--- src/hdl/cor_pkg.sv ---
package cor_pkg;

    // fixed widths of the pixel and canvas fields
    localparam int PIX_W       = 15;
    localparam int HEIGHT_W    = 13;
    localparam int COORD_W_DEF = 12;

    localparam logic [HEIGHT_W-1:0] HEIGHT_RESET = 13'd480;

    // octant that closes a step
    localparam logic [2:0] OCT_LAST = 3'd7;

    // square root unit handshake
    typedef struct packed {
        logic start;
    } t_sqrt_ctl;

    typedef struct packed {
        logic busy;
        logic done;
    } t_sqrt_sts;

endpackage

--- src/hdl/cor_isqrt.sv ---
module cor_isqrt #(
    parameter int N = cor_pkg::COORD_W_DEF + 1
) (
    input  logic               i_clk,
    input  logic               i_rst_n,
    input  cor_pkg::t_sqrt_ctl i_ctl,
    input  logic [2*N-1:0]     i_operand,
    output cor_pkg::t_sqrt_sts o_sts,
    output logic [N-1:0]       o_root
);

    localparam int IW = $clog2(N + 1);

    logic [2*N-1:0] r_v,    n_v;
    logic [N-1:0]   r_rem,  n_rem;
    logic [N-1:0]   r_root, n_root;
    logic [IW-1:0]  r_cnt,  n_cnt;
    logic           r_busy, n_busy;
    logic           r_done, n_done;

    logic [N+1:0] rem_sh;
    logic [N+1:0] trial;
    logic [N+1:0] diff;
    logic         ge;

    // one root bit per cycle: bring down two operand bits, try 4*root+1
    always_comb begin
        rem_sh = {r_rem, r_v[2*N-1 -: 2]};
        trial  = {r_root, 2'b01};
        ge     = (rem_sh >= trial);
        diff   = rem_sh - trial;

        n_v    = r_v;
        n_rem  = r_rem;
        n_root = r_root;
        n_cnt  = r_cnt;
        n_busy = r_busy;
        n_done = 1'b0;
        if (i_ctl.start) begin
            n_v    = i_operand;
            n_rem  = '0;
            n_root = '0;
            n_cnt  = IW'(N);
            n_busy = 1'b1;
        end else if (r_busy) begin
            n_v    = r_v << 2;
            n_rem  = ge ? diff[N-1:0] : rem_sh[N-1:0];
            n_root = {r_root[N-2:0], ge};
            n_cnt  = r_cnt - 1'b1;
            if (r_cnt == IW'(1)) begin
                n_busy = 1'b0;
                n_done = 1'b1;
            end
        end
    end

    always_ff @(posedge i_clk) begin
        if (!i_rst_n) begin
            r_cnt  <= '0;
            r_busy <= 1'b0;
            r_done <= 1'b0;
        end else begin
            r_cnt  <= n_cnt;
            r_busy <= n_busy;
            r_done <= n_done;
        end
        r_v    <= n_v;
        r_rem  <= n_rem;
        r_root <= n_root;
    end

    assign o_sts.busy = r_busy;
    assign o_sts.done = r_done;
    assign o_root     = r_root;

endmodule

--- src/hdl/circle_octant_rasterizer.sv ---
// circle_octant_rasterizer: eight-way symmetric circle from the explicit equation
//
// input channel (i_in_valid / o_in_ready): a transfer with i_func = 0 starts a
// circle from a centre and a point on it; i_func = 1 asks for the next step.
// a step of an active circle yields eight pixel transfers on the output channel
// (o_out_valid / i_out_ready) in octant order 0..7; a step while idle yields none.
// config channel (i_cfg_valid / o_cfg_ready, always ready) writes the canvas height,
// used to flip upward y into screen rows; write it only while idle.
//
// start: two shift-add squares, one bit per cycle, then the step limit root,
//   all before the next input transfer.
// step: a bit-serial square root, then one pixel per cycle into the output
//   register while the receiver does not stall.
// x*x is tracked by an add per step, so a step needs no multiplier.
// a stalled receiver holds the output register and the step waits there;
// input is taken again once the eighth pixel is in the output register.
// reset: idle, no circle, height 480, output register empty.
module circle_octant_rasterizer #(
    parameter int COORD_BITS = cor_pkg::COORD_W_DEF
) (
    input  logic                         i_clk,
    input  logic                         i_rst_n,
    // config write
    input  logic                         i_cfg_valid,
    output logic                         o_cfg_ready,
    input  logic [cor_pkg::HEIGHT_W-1:0] i_cfg_data,
    // input items
    input  logic                         i_in_valid,
    output logic                         o_in_ready,
    input  logic                         i_func,
    input  logic [COORD_BITS-1:0]        i_centre_x,
    input  logic [COORD_BITS-1:0]        i_centre_y,
    input  logic [COORD_BITS-1:0]        i_edge_x,
    input  logic [COORD_BITS-1:0]        i_edge_y,
    // pixel results
    output logic                         o_out_valid,
    input  logic                         i_out_ready,
    output logic signed [cor_pkg::PIX_W-1:0] o_pixel_col,
    output logic signed [cor_pkg::PIX_W-1:0] o_pixel_row,
    output logic [2:0]                   o_octant_index,
    output logic                         o_last_of_step,
    output logic                         o_circle_done
);

    localparam int W  = COORD_BITS;
    localparam int N  = W + 1;            // root bits
    localparam int RW = 2 * W + 1;        // squared radius bits
    localparam int QW = 2 * W + 2;        // root operand and x*x bits
    localparam int CW = $clog2(W);
    localparam int PW = cor_pkg::PIX_W;
    localparam int HW = cor_pkg::HEIGHT_W;
    localparam int AW = (W + 2 > PW) ? W + 2 : PW;

    localparam logic [2:0] S_IDLE = 3'd0;
    localparam logic [2:0] S_SQ   = 3'd1;  // shift-add squares of dx and dy
    localparam logic [2:0] S_LIM  = 3'd2;  // root of rsq/2 for the step limit
    localparam logic [2:0] S_ROOT = 3'd3;  // root of rsq - x*x
    localparam logic [2:0] S_EMIT = 3'd4;  // eight pixels out

    logic [2:0]    r_state,  n_state;
    logic [W-1:0]  r_cx,     n_cx;
    logic [W-1:0]  r_cy,     n_cy;
    logic [RW-1:0] r_rsq,    n_rsq;
    logic [W:0]    r_limit,  n_limit;
    logic [W:0]    r_step_x, n_step_x;
    logic [QW-1:0] r_xsq,    n_xsq;
    logic          r_active, n_active;
    logic [2*W-1:0] r_mca,   n_mca;
    logic [W-1:0]  r_mcb,    n_mcb;
    logic [W-1:0]  r_dy_abs, n_dy_abs;
    logic          r_pass,   n_pass;
    logic [CW-1:0] r_cnt,    n_cnt;
    logic          r_kick,   n_kick;
    logic [N-1:0]  r_y,      n_y;
    logic [2:0]    r_oct,    n_oct;
    logic [HW-1:0] r_height;

    logic          r_out_valid, n_out_valid;
    logic [PW-1:0] r_col,  n_col;
    logic [PW-1:0] r_row,  n_row;
    logic [2:0]    r_octo, n_octo;
    logic          r_last, n_last;
    logic          r_done, n_done;

    cor_pkg::t_sqrt_ctl sq_ctl;
    cor_pkg::t_sqrt_sts sq_sts;
    logic [QW-1:0]      sq_op;
    logic [N-1:0]       sq_root;

    logic          in_xfer;
    logic          load;
    logic          step_done;
    logic [W:0]    dx, dy;
    logic [W-1:0]  dx_abs, dy_abs;
    logic [QW-1:0] rsq_e;
    logic          csub, rsub;
    logic [AW-1:0] cx_e, cy_e, a_e, b_e, col_e, up_e, row_e;

    assign o_cfg_ready = 1'b1;
    assign o_in_ready  = (r_state == S_IDLE);
    assign in_xfer     = i_in_valid && o_in_ready;
    assign load        = (r_state == S_EMIT) && (!r_out_valid || i_out_ready);
    assign step_done   = (r_step_x >= r_limit);

    // start: absolute offsets from the centre
    assign dx     = {1'b0, i_edge_x} - {1'b0, i_centre_x};
    assign dy     = {1'b0, i_edge_y} - {1'b0, i_centre_y};
    assign dx_abs = dx[W] ? W'(-dx) : dx[W-1:0];
    assign dy_abs = dy[W] ? W'(-dy) : dy[W-1:0];

    // root operand: rsq/2 for the limit, clamped rsq - x*x for a step
    assign rsq_e = {1'b0, r_rsq};
    always_comb begin
        if (r_state == S_LIM) begin
            sq_op = {2'b00, r_rsq[RW-1:1]};
        end else if (rsq_e > r_xsq) begin
            sq_op = rsq_e - r_xsq;
        end else begin
            sq_op = '0;
        end
    end
    assign sq_ctl.start = r_kick;

    cor_isqrt #(
        .N(N)
    ) u_isqrt (
        .i_clk    (i_clk),
        .i_rst_n  (i_rst_n),
        .i_ctl    (sq_ctl),
        .i_operand(sq_op),
        .o_sts    (sq_sts),
        .o_root   (sq_root)
    );

    // octant decode: which offset goes on which axis and with which sign
    always_comb begin
        unique case (r_oct)
            3'd0:    begin csub = 1'b0; rsub = 1'b0; end
            3'd1:    begin csub = 1'b0; rsub = 1'b1; end
            3'd2:    begin csub = 1'b1; rsub = 1'b0; end
            3'd3:    begin csub = 1'b1; rsub = 1'b1; end
            3'd4:    begin csub = 1'b0; rsub = 1'b0; end
            3'd5:    begin csub = 1'b1; rsub = 1'b0; end
            3'd6:    begin csub = 1'b0; rsub = 1'b1; end
            default: begin csub = 1'b1; rsub = 1'b1; end
        endcase
    end

    // pixel arithmetic wraps, only the low pixel bits are kept
    assign cx_e  = AW'(r_cx);
    assign cy_e  = AW'(r_cy);
    assign a_e   = AW'(r_oct[2] ? r_y : r_step_x);
    assign b_e   = AW'(r_oct[2] ? r_step_x : r_y);
    assign col_e = csub ? cx_e - a_e : cx_e + a_e;
    assign up_e  = rsub ? cy_e - b_e : cy_e + b_e;
    assign row_e = AW'(r_height) - up_e;

    always_comb begin
        n_state  = r_state;
        n_cx     = r_cx;
        n_cy     = r_cy;
        n_rsq    = r_rsq;
        n_limit  = r_limit;
        n_step_x = r_step_x;
        n_xsq    = r_xsq;
        n_active = r_active;
        n_mca    = r_mca;
        n_mcb    = r_mcb;
        n_dy_abs = r_dy_abs;
        n_pass   = r_pass;
        n_cnt    = r_cnt;
        n_kick   = 1'b0;
        n_y      = r_y;
        n_oct    = r_oct;

        n_out_valid = i_out_ready ? 1'b0 : r_out_valid;
        n_col  = r_col;
        n_row  = r_row;
        n_octo = r_octo;
        n_last = r_last;
        n_done = r_done;

        unique case (r_state)
            S_IDLE: begin
                if (in_xfer) begin
                    if (!i_func) begin
                        n_cx     = i_centre_x;
                        n_cy     = i_centre_y;
                        n_rsq    = '0;
                        n_mca    = {{W{1'b0}}, dx_abs};
                        n_mcb    = dx_abs;
                        n_dy_abs = dy_abs;
                        n_pass   = 1'b0;
                        n_cnt    = '0;
                        n_state  = S_SQ;
                    end else if (r_active) begin
                        n_kick  = 1'b1;
                        n_state = S_ROOT;
                    end
                end
            end
            S_SQ: begin
                // one multiplier bit per cycle
                if (r_mcb[0]) begin
                    n_rsq = r_rsq + {1'b0, r_mca};
                end
                n_mca = r_mca << 1;
                n_mcb = r_mcb >> 1;
                n_cnt = r_cnt + 1'b1;
                if (r_cnt == CW'(W - 1)) begin
                    n_cnt = '0;
                    if (!r_pass) begin
                        n_pass = 1'b1;
                        n_mca  = {{W{1'b0}}, r_dy_abs};
                        n_mcb  = r_dy_abs;
                    end else begin
                        n_kick  = 1'b1;
                        n_state = S_LIM;
                    end
                end
            end
            S_LIM: begin
                if (sq_sts.done) begin
                    n_limit  = sq_root[W:0] + 1'b1;
                    n_step_x = '0;
                    n_xsq    = '0;
                    n_active = 1'b1;
                    n_state  = S_IDLE;
                end
            end
            S_ROOT: begin
                if (sq_sts.done) begin
                    n_y     = sq_root;
                    n_oct   = '0;
                    n_state = S_EMIT;
                end
            end
            S_EMIT: begin
                if (load) begin
                    n_out_valid = 1'b1;
                    n_col  = col_e[PW-1:0];
                    n_row  = row_e[PW-1:0];
                    n_octo = r_oct;
                    n_last = (r_oct == cor_pkg::OCT_LAST);
                    n_done = step_done;
                    n_oct  = r_oct + 1'b1;
                    if (r_oct == cor_pkg::OCT_LAST) begin
                        n_state = S_IDLE;
                        if (step_done) begin
                            n_active = 1'b0;
                        end else begin
                            // (x+1)^2 = x^2 + 2x + 1
                            n_step_x = r_step_x + 1'b1;
                            n_xsq    = r_xsq + {{W{1'b0}}, r_step_x, 1'b1};
                        end
                    end
                end
            end
            default: begin
                n_state = S_IDLE;
            end
        endcase
    end

    always_ff @(posedge i_clk) begin
        if (!i_rst_n) begin
            r_state     <= S_IDLE;
            r_cx        <= '0;
            r_cy        <= '0;
            r_rsq       <= '0;
            r_limit     <= '0;
            r_step_x    <= '0;
            r_xsq       <= '0;
            r_active    <= 1'b0;
            r_pass      <= 1'b0;
            r_cnt       <= '0;
            r_kick      <= 1'b0;
            r_oct       <= '0;
            r_height    <= cor_pkg::HEIGHT_RESET;
            r_out_valid <= 1'b0;
        end else begin
            r_state     <= n_state;
            r_cx        <= n_cx;
            r_cy        <= n_cy;
            r_rsq       <= n_rsq;
            r_limit     <= n_limit;
            r_step_x    <= n_step_x;
            r_xsq       <= n_xsq;
            r_active    <= n_active;
            r_pass      <= n_pass;
            r_cnt       <= n_cnt;
            r_kick      <= n_kick;
            r_oct       <= n_oct;
            r_out_valid <= n_out_valid;
            if (i_cfg_valid && o_cfg_ready) begin
                r_height <= i_cfg_data;
            end
        end
        r_mca    <= n_mca;
        r_mcb    <= n_mcb;
        r_dy_abs <= n_dy_abs;
        r_y      <= n_y;
        r_col    <= n_col;
        r_row    <= n_row;
        r_octo   <= n_octo;
        r_last   <= n_last;
        r_done   <= n_done;
    end

    assign o_out_valid    = r_out_valid;
    assign o_pixel_col    = r_col;
    assign o_pixel_row    = r_row;
    assign o_octant_index = r_octo;
    assign o_last_of_step = r_last;
    assign o_circle_done  = r_done;

    // the root unit only runs for a limit or a step
    a_sqrt_owner: assert property (@(posedge i_clk) disable iff (!i_rst_n)
        (sq_sts.busy || sq_sts.done) |-> (r_state == S_LIM || r_state == S_ROOT))
        else $error("root unit active outside a root state");

    // x never passes the limit of an active circle
    a_x_bound: assert property (@(posedge i_clk) disable iff (!i_rst_n)
        r_active |-> (r_step_x <= r_limit))
        else $error("step x beyond limit");

    // the running x*x stays equal to the square of x
    a_xsq_track: assert property (@(posedge i_clk) disable iff (!i_rst_n)
        r_active |-> (r_xsq == QW'(r_step_x) * QW'(r_step_x)))
        else $error("x squared out of step with x");

    // the eighth pixel closes the step and frees the input
    a_step_end: assert property (@(posedge i_clk) disable iff (!i_rst_n)
        (load && r_oct == cor_pkg::OCT_LAST) |=> (r_state == S_IDLE && o_out_valid))
        else $error("step did not close after octant seven");

endmodule

--- config.mk ---
export PLATFORM = sky130hd
export DESIGN_NAME = circle_octant_rasterizer
export DESIGN_NICKNAME = d
export VERILOG_FILES = /design/src/hdl/cor_pkg.sv /design/src/hdl/cor_isqrt.sv /design/src/hdl/circle_octant_rasterizer.sv
export SDC_FILE = /design/constraint.sdc
export NUM_CORES = 1
export LEC_CHECK = 0
export BUFFER_PORTS_ARGS = -buffer_cell sky130_fd_sc_hd__buf_2
export CELL_PAD_IN_SITES_DETAIL_PLACEMENT = 0
export CELL_PAD_IN_SITES_GLOBAL_PLACEMENT = 1
export CORE_ASPECT_RATIO = 0.9
export CORE_MARGIN = 2
export CORE_UTILIZATION = 40
export DETAILED_ROUTE_END_ITERATION = 10
export PLACE_DENSITY_LB_ADDON = 0.1
export SLEW_MARGIN = 25
export SYNTH_ARGS = -nofsm -noshare
export SYNTH_HDL_FRONTEND = slang
export SYNTH_SLANG_ARGS = --single-unit
--- constraint.sdc ---
create_clock -name i_clk -period 15.4 [get_ports i_clk]
set_input_delay 1.54 -clock i_clk [delete_from_list [all_inputs] [get_ports i_clk]]
set_output_delay 1.54 -clock i_clk [all_outputs]
set_load 0.05 [all_outputs]
Word-level counts from Yosys, hierarchy flattened --
Cells that the tools add are included.
Operators by class: $add $sub $neg 18, order comparisons 3, equal/unequal tests 24, muxes and demuxes 75, bitwise gates (word level) 3, reduce and logical (&&, ||, !) cells 25
Operators with widths (count):
- 26-bit two-way mux | 8
- 24-bit two-way mux | 4
- 13-bit two-way mux | 7
- 25-bit two-way mux | 3
- 12-bit two-way mux | 6
- 26-bit case mux with 2 select lines | 1
- 25-bit case mux with 2 select lines | 1
- 24-bit case mux with 2 select lines | 1
- 15-bit two-way mux | 2
- 3-bit two-way mux | 10
- 12-bit by 13-bit adder with 14-bit output | 2
- 12-bit by 13-bit subtractor with 14-bit output | 2
- 13-bit by 1-bit adder with 13-bit output (second input constant) | 2
- 26-bit by 14-bit adder with 26-bit output | 1
- 25-bit by 26-bit greater-than comparator with 1-bit output | 1
- 13-bit case mux with 2 select lines | 1
- 12-bit by 12-bit subtractor with 13-bit output | 2
- 25-bit by 26-bit subtractor with 26-bit output | 1
- 25-bit by 24-bit adder with 25-bit output | 1
- 12-bit negation | 2
- 12-bit case mux with 2 select lines | 1
- 4-bit two-way mux | 5
- 1-bit two-way mux | 19
- 3-bit == test (second input constant) | 5
- other kinds (32) | 60
Word-level totals: bits in registers 282, input bits 67, output and inout bits 38, word-level logic and storage cells 178

Longest topological paths before layout --
word-level depth 6, depth in mapped cells 22, depth with buffers taken out 19

Hierarchy --
Synthesis repeated with hierarchy kept, for this count alone.
Unflattened totals: cells, all modules 2204, area total of the unflattened synthesis 19857.8 µm²
By module, submodules not included:
- circle_octant_rasterizer | times used 1, cells each 1887, area an instance 16552.1 µm², seq. area each 5445.2 µm²
- cor_isqrt | times used 1, cells each 317, area an instance 3305.7 µm², seq. area each 1421.4 µm²

Worst setup path before layout --
Ideal clock, no wire load.
path kind register to register, start point register r_oct[2], end point register r_row[13] (netlist: o_pixel_row[13]), data pin, setup time 0.271 ns, data arrival time 4.645 ns, required time 15.129 ns, path slack 10.483 ns, stages on the path, launching flop included 21, buffers on the path 3, clock period less this slack 4.917 ns, cell sequence dfxtp_1 -> clkbuf_1 -> clkbuf_1 -> buf_1 -> mux2i_1 -> ha_1 -> nor2b_1 -> o211ai_1 -> a31oi_1 -> or3_1 -> o21ai_0 -> xor2_1 -> ha_1 -> o21a_1 -> o21ai_0 -> a31oi_1 -> nor3_1 -> o41ai_1 -> a21o_1 -> a21oi_1 -> xor2_1
On the way: word-level cells in the longest chain between the ends 4, elaborated cells on any way between the ends 10
RTL lines:
- start: declaration | RTL line circle_octant_rasterizer.sv:75 | logic [2:0] r_oct, n_oct;
- start signal: assignment | RTL line circle_octant_rasterizer.sv:293 | r_oct <= n_oct;
- 13-bit two-way mux (tied with other cells) | RTL line circle_octant_rasterizer.sv:153 | assign b_e = AW'(r_oct[2] ? r_step_x : r_y);
- 12-bit by 13-bit subtractor with 14-bit output (tied with other cells) | RTL line circle_octant_rasterizer.sv:155 | assign up_e = rsub ? cy_e - b_e : cy_e + b_e;
- 15-bit two-way mux * | RTL line circle_octant_rasterizer.sv:155
- 13-bit by 15-bit subtractor with 15-bit output * | RTL line circle_octant_rasterizer.sv:156 | assign row_e = AW'(r_height) - up_e;
- named net row_e[13] | RTL line circle_octant_rasterizer.sv:97 | logic [AW-1:0] cx_e, cy_e, a_e, b_e, col_e, up_e, row_e;
- end signal: assignment | RTL line circle_octant_rasterizer.sv:304 | r_row <= n_row;
- end: declaration | RTL line circle_octant_rasterizer.sv:80 | logic [PW-1:0] r_row, n_row;
The timed path passes the listed nets; every way through them passes the cells marked *. A chain may end at the register's enable or synchronous reset.

Worst setup path in the final report --
Same ends and word-level chain as after synthesis.

==> results.txt <==
Initial DRC Count: 1033
Gr busiest metal: met2
Crit share post-route: 0.3116
Min-Delay Path Class: register to register
CTS tree: built
Crit-path slowest cell: dfxtp_2
CTS sink count: 282
Area after DPL: 0.02053 mm^2
CTS hold repair buffers: 0
Fin cells: 2982
Layout Nets: 2592
Final hold vios: 0
CTS buffer count: 36
# IOs: 105
Crit path from: r_oct[2]$_SDFFE_PN0P_
Pre-CTS setup slack: 10.66 ns
Setup bufs post-CTS: 0
Routed wire per std cell: 17.99 um
Post-Syn Area: 0.01942 mm^2
Port bufs: 103
Critical-path maximum fanout: 36
CP top delay family: compound AO/OA/AOI/OAI gates
GRT Util Overall: 0.2132
Slew Viols, Final: 0
Die area: 0.05033 mm^2
Mean post-synth cell area: 8.612 um^2
Startpoint Class: register
Total core area: 0.04793 mm^2
Max frequency: 208.4 MHz
Die W: 236.3 um
Layout cells sized above 1: 0.08694
Worst EP required: 15.68 ns
Top FF cell, synth: dfxtp_1
Synth cell types: 76
Die height: 213.0 um
Unrepaired setup endpoints after global routing: false
Leak pwr: 9.100 nW
P&R area growth vs syn: 11.69%
Final worst slack: 10.60 ns
VDD IR max: 75.04 uV
Power per cell area: 106.8 mW/mm^2
Worst Reg-to-Reg Cells: 17
FF+latch count, synth: 282
Worst-path cell chain: mux2_2 > ha_1 > fa_1 > nand2b_1 > a21oi_1 > o211ai_1 > nand3b_1 > a21oi_1 > xnor2_1 > ha_1 > o21ai_0 > a31oi_1 > nor3_1 > o41ai_1 > a21o_1 > a21oi_1 > xor2_1
Cell taking the most area after synthesis: edfxtp_1
WP depth: 17
Post-Syn Instances: 2255
Worst setup EP type: register
Clk Latency, worst-skew pair: 0.55 ns
CTS root buf: clkbuf_16
Launching point of the worst reg2reg path: r_oct[2]$_SDFFE_PN0P_
GRT met1 Usage: 0.2970
Tmin final: 4.799 ns
Clock Pin Slew Worst Setup and Hold Paths: 0.06 ns
Total gr overflow: 0
HPWL Detailed: 40520 um
Vias in the first global route: 15510
Largest cells by area after synthesis: edfxtp_1 (19%), dfxtp_1 (16%), ha_1 (12%)
Largest net degree at the start of global routing: 72
Initial core utilization: 0.4052
Sequential fraction of the synthesis area: 0.3536
Yosys warnings: 0
Worst Skew: 0.01639 ns
Arrival @ worst endpoint: 5.08 ns
Crit-path max cell delay: 0.92 ns
Met2 Track Usage GR: 0.3459
Worst-Margin Slew: 0.9019 ns
Via/cell ratio: 5.427
DR pass1 iterations: 5
Antenna violations before repair: 0
RR Endpoint: o_pixel_row[13]$_DFFE_PP_
Post-DRT Antenna Nets: 0
Final Instance Area: 0.02169 mm^2
Residual DRC count: 0
Ys async rst share: 0
Slew HR: 0.3973
Area fraction of the dominant cell type after synthesis: 0.1886
CTS H-tree depth: 2
Syn Nets: 2516
Final GP Congestion: 0.8472
Routed Wire Length: 53650 um
Crit path buf inv count: 0
Status: finished clean
Post-synth EDFFs: 122
Kind of critical path: register to register
Setup-failing EPs final: 0
Clock tree buffer depth: 3
Via count: 16183
Post-cts resize count: 0
R2r setup slk: 10.60 ns
Max-cap violations: 0
N_diodes: 0
Row Count: 76
GRT met3 Usage: 0.02767
WHS Path Cells: 2
Dpl cells: 2917
First-pass GRT wire length: 85420 um
Fin Setup TNS: 0 ns
Critical path capture point: o_pixel_row[13]$_DFFE_PP_
Cell mode on critical path: a21oi_1
-- how the worst min path moves through the flow --
stage                                         from                 endpoint
finish                     r_limit[1]$_SDFFE_PN0P_  r_limit[1]$_SDFFE_PN0P_
CTS                        r_limit[1]$_SDFFE_PN0P_  r_limit[1]$_SDFFE_PN0P_
global route               r_limit[1]$_SDFFE_PN0P_  r_limit[1]$_SDFFE_PN0P_
detailed placement         r_limit[1]$_SDFFE_PN0P_  r_limit[1]$_SDFFE_PN0P_
floorplan           u_isqrt.o_root[2]$_SDFFE_PP0P_         r_y[2]$_DFFE_PP_
global placement           r_limit[1]$_SDFFE_PN0P_  r_limit[1]$_SDFFE_PN0P_
-- power by group --
group / total, W / switching, W / internal (W)
clock network: 0.000841 / 0.000337 / 0.000504
logic: 0.000593 / 0.000351 / 0.000242
registers: 0.000881 / 0.0000394 / 0.000842
-- tightest hold or removal path, delay by kind of cell, from the launching register on --
kind             cells  cell delay [ns]
AND/OR/NAND/NOR      1             0.05
AO/OA/AOI/OAI        1             0.06
flip-flops           1             0.31
-- metal layers --
layer | routed length (um) | share of wire
met1 | 26500 | 0.49
met2 | 23890 | 0.45
met3 | 1967 | 0.037
met4 | 1287 | 0.024
met5 | 0 | 0
-- cell usage in the layout, fill, tap and decap left out, drive strengths merged, types with 94 or more instances in the layout --
cell	n
o21ai	94
ha	184
nor2	215
a21oi	212
xnor2	97
buf	119
dfxtp	160
edfxtp	122
inv	172
nand2	217
-- metrics by stage --
stage                     hold slack (ns)    util  power [W]
after floorplan                    0.4064       -   0.001344
after global placement             0.4456  0.4283   0.001486
after detailed placement           0.4515  0.4284   0.001486
after CTS                          0.4595  0.4526   0.002343
after global routing               0.4877  0.4526   0.002452
final                              0.4606  0.4526   0.002316
-- sequential cells by signal (all words and copies together), names as in the netlist, 3 cells and up --
name,flops
o_octant_index,3
o_pixel_col,15
o_pixel_row,15
r_cnt,4
r_cx,12
r_cy,12
r_dy_abs,12
r_height,13
r_limit,13
r_mca,24
r_mcb,12
r_oct,3
r_rsq,25
r_state,3
r_step_x,13
r_xsq,26
r_y,13
u_isqrt.o_root,13
u_isqrt.r_cnt,4
u_isqrt.r_rem,13
u_isqrt.r_v,26
-- synth_stat cells, drive strengths merged (17+ instances only) --
| cell | number |
|---|---|
| o21ai | 94 |
| a21o | 36 |
| nor2b | 20 |
| a21oi | 212 |
| edfxtp | 122 |
| nor3 | 55 |
| nand3 | 69 |
| inv | 170 |
| o21bai | 20 |
| ha | 184 |
| o21a | 17 |
| a211oi | 31 |
| xor2 | 61 |
| a31oi | 28 |
| a22oi | 38 |
| clkbuf | 68 |
| nand2 | 217 |
| xnor2 | 97 |
| nand4 | 18 |
| nor2 | 215 |
| mux2i | 66 |
| and3 | 40 |
| dfxtp | 160 |
-- final cells by class --
cell class | count | area [um^2]
clock inverters | 14 | 162.7
inverters | 170 | 638.1
well taps | 624 | 780.7
fillers | 4857 | 26230
repair buffers | 119 | 635.6
clock buffers | 51 | 998.5
multi-input cells | 1722 | 11610
flip-flops and latches | 282 | 6869
-- kinds of logic (layout without fill, tap and decap cells) --
group	Yosys count	after routing	share of synthesized area
compound gates	573	573	0.1863
other cells	1	1	0.0001931
simple gates	725	725	0.1739
buf+inv	251	354	0.04903
flops	282	282	0.3536
mux	71	71	0.03691
fa+ha+maj	194	194	0.1288
xor+xnor	158	158	0.07125
(Power assumes the default switching activity.)
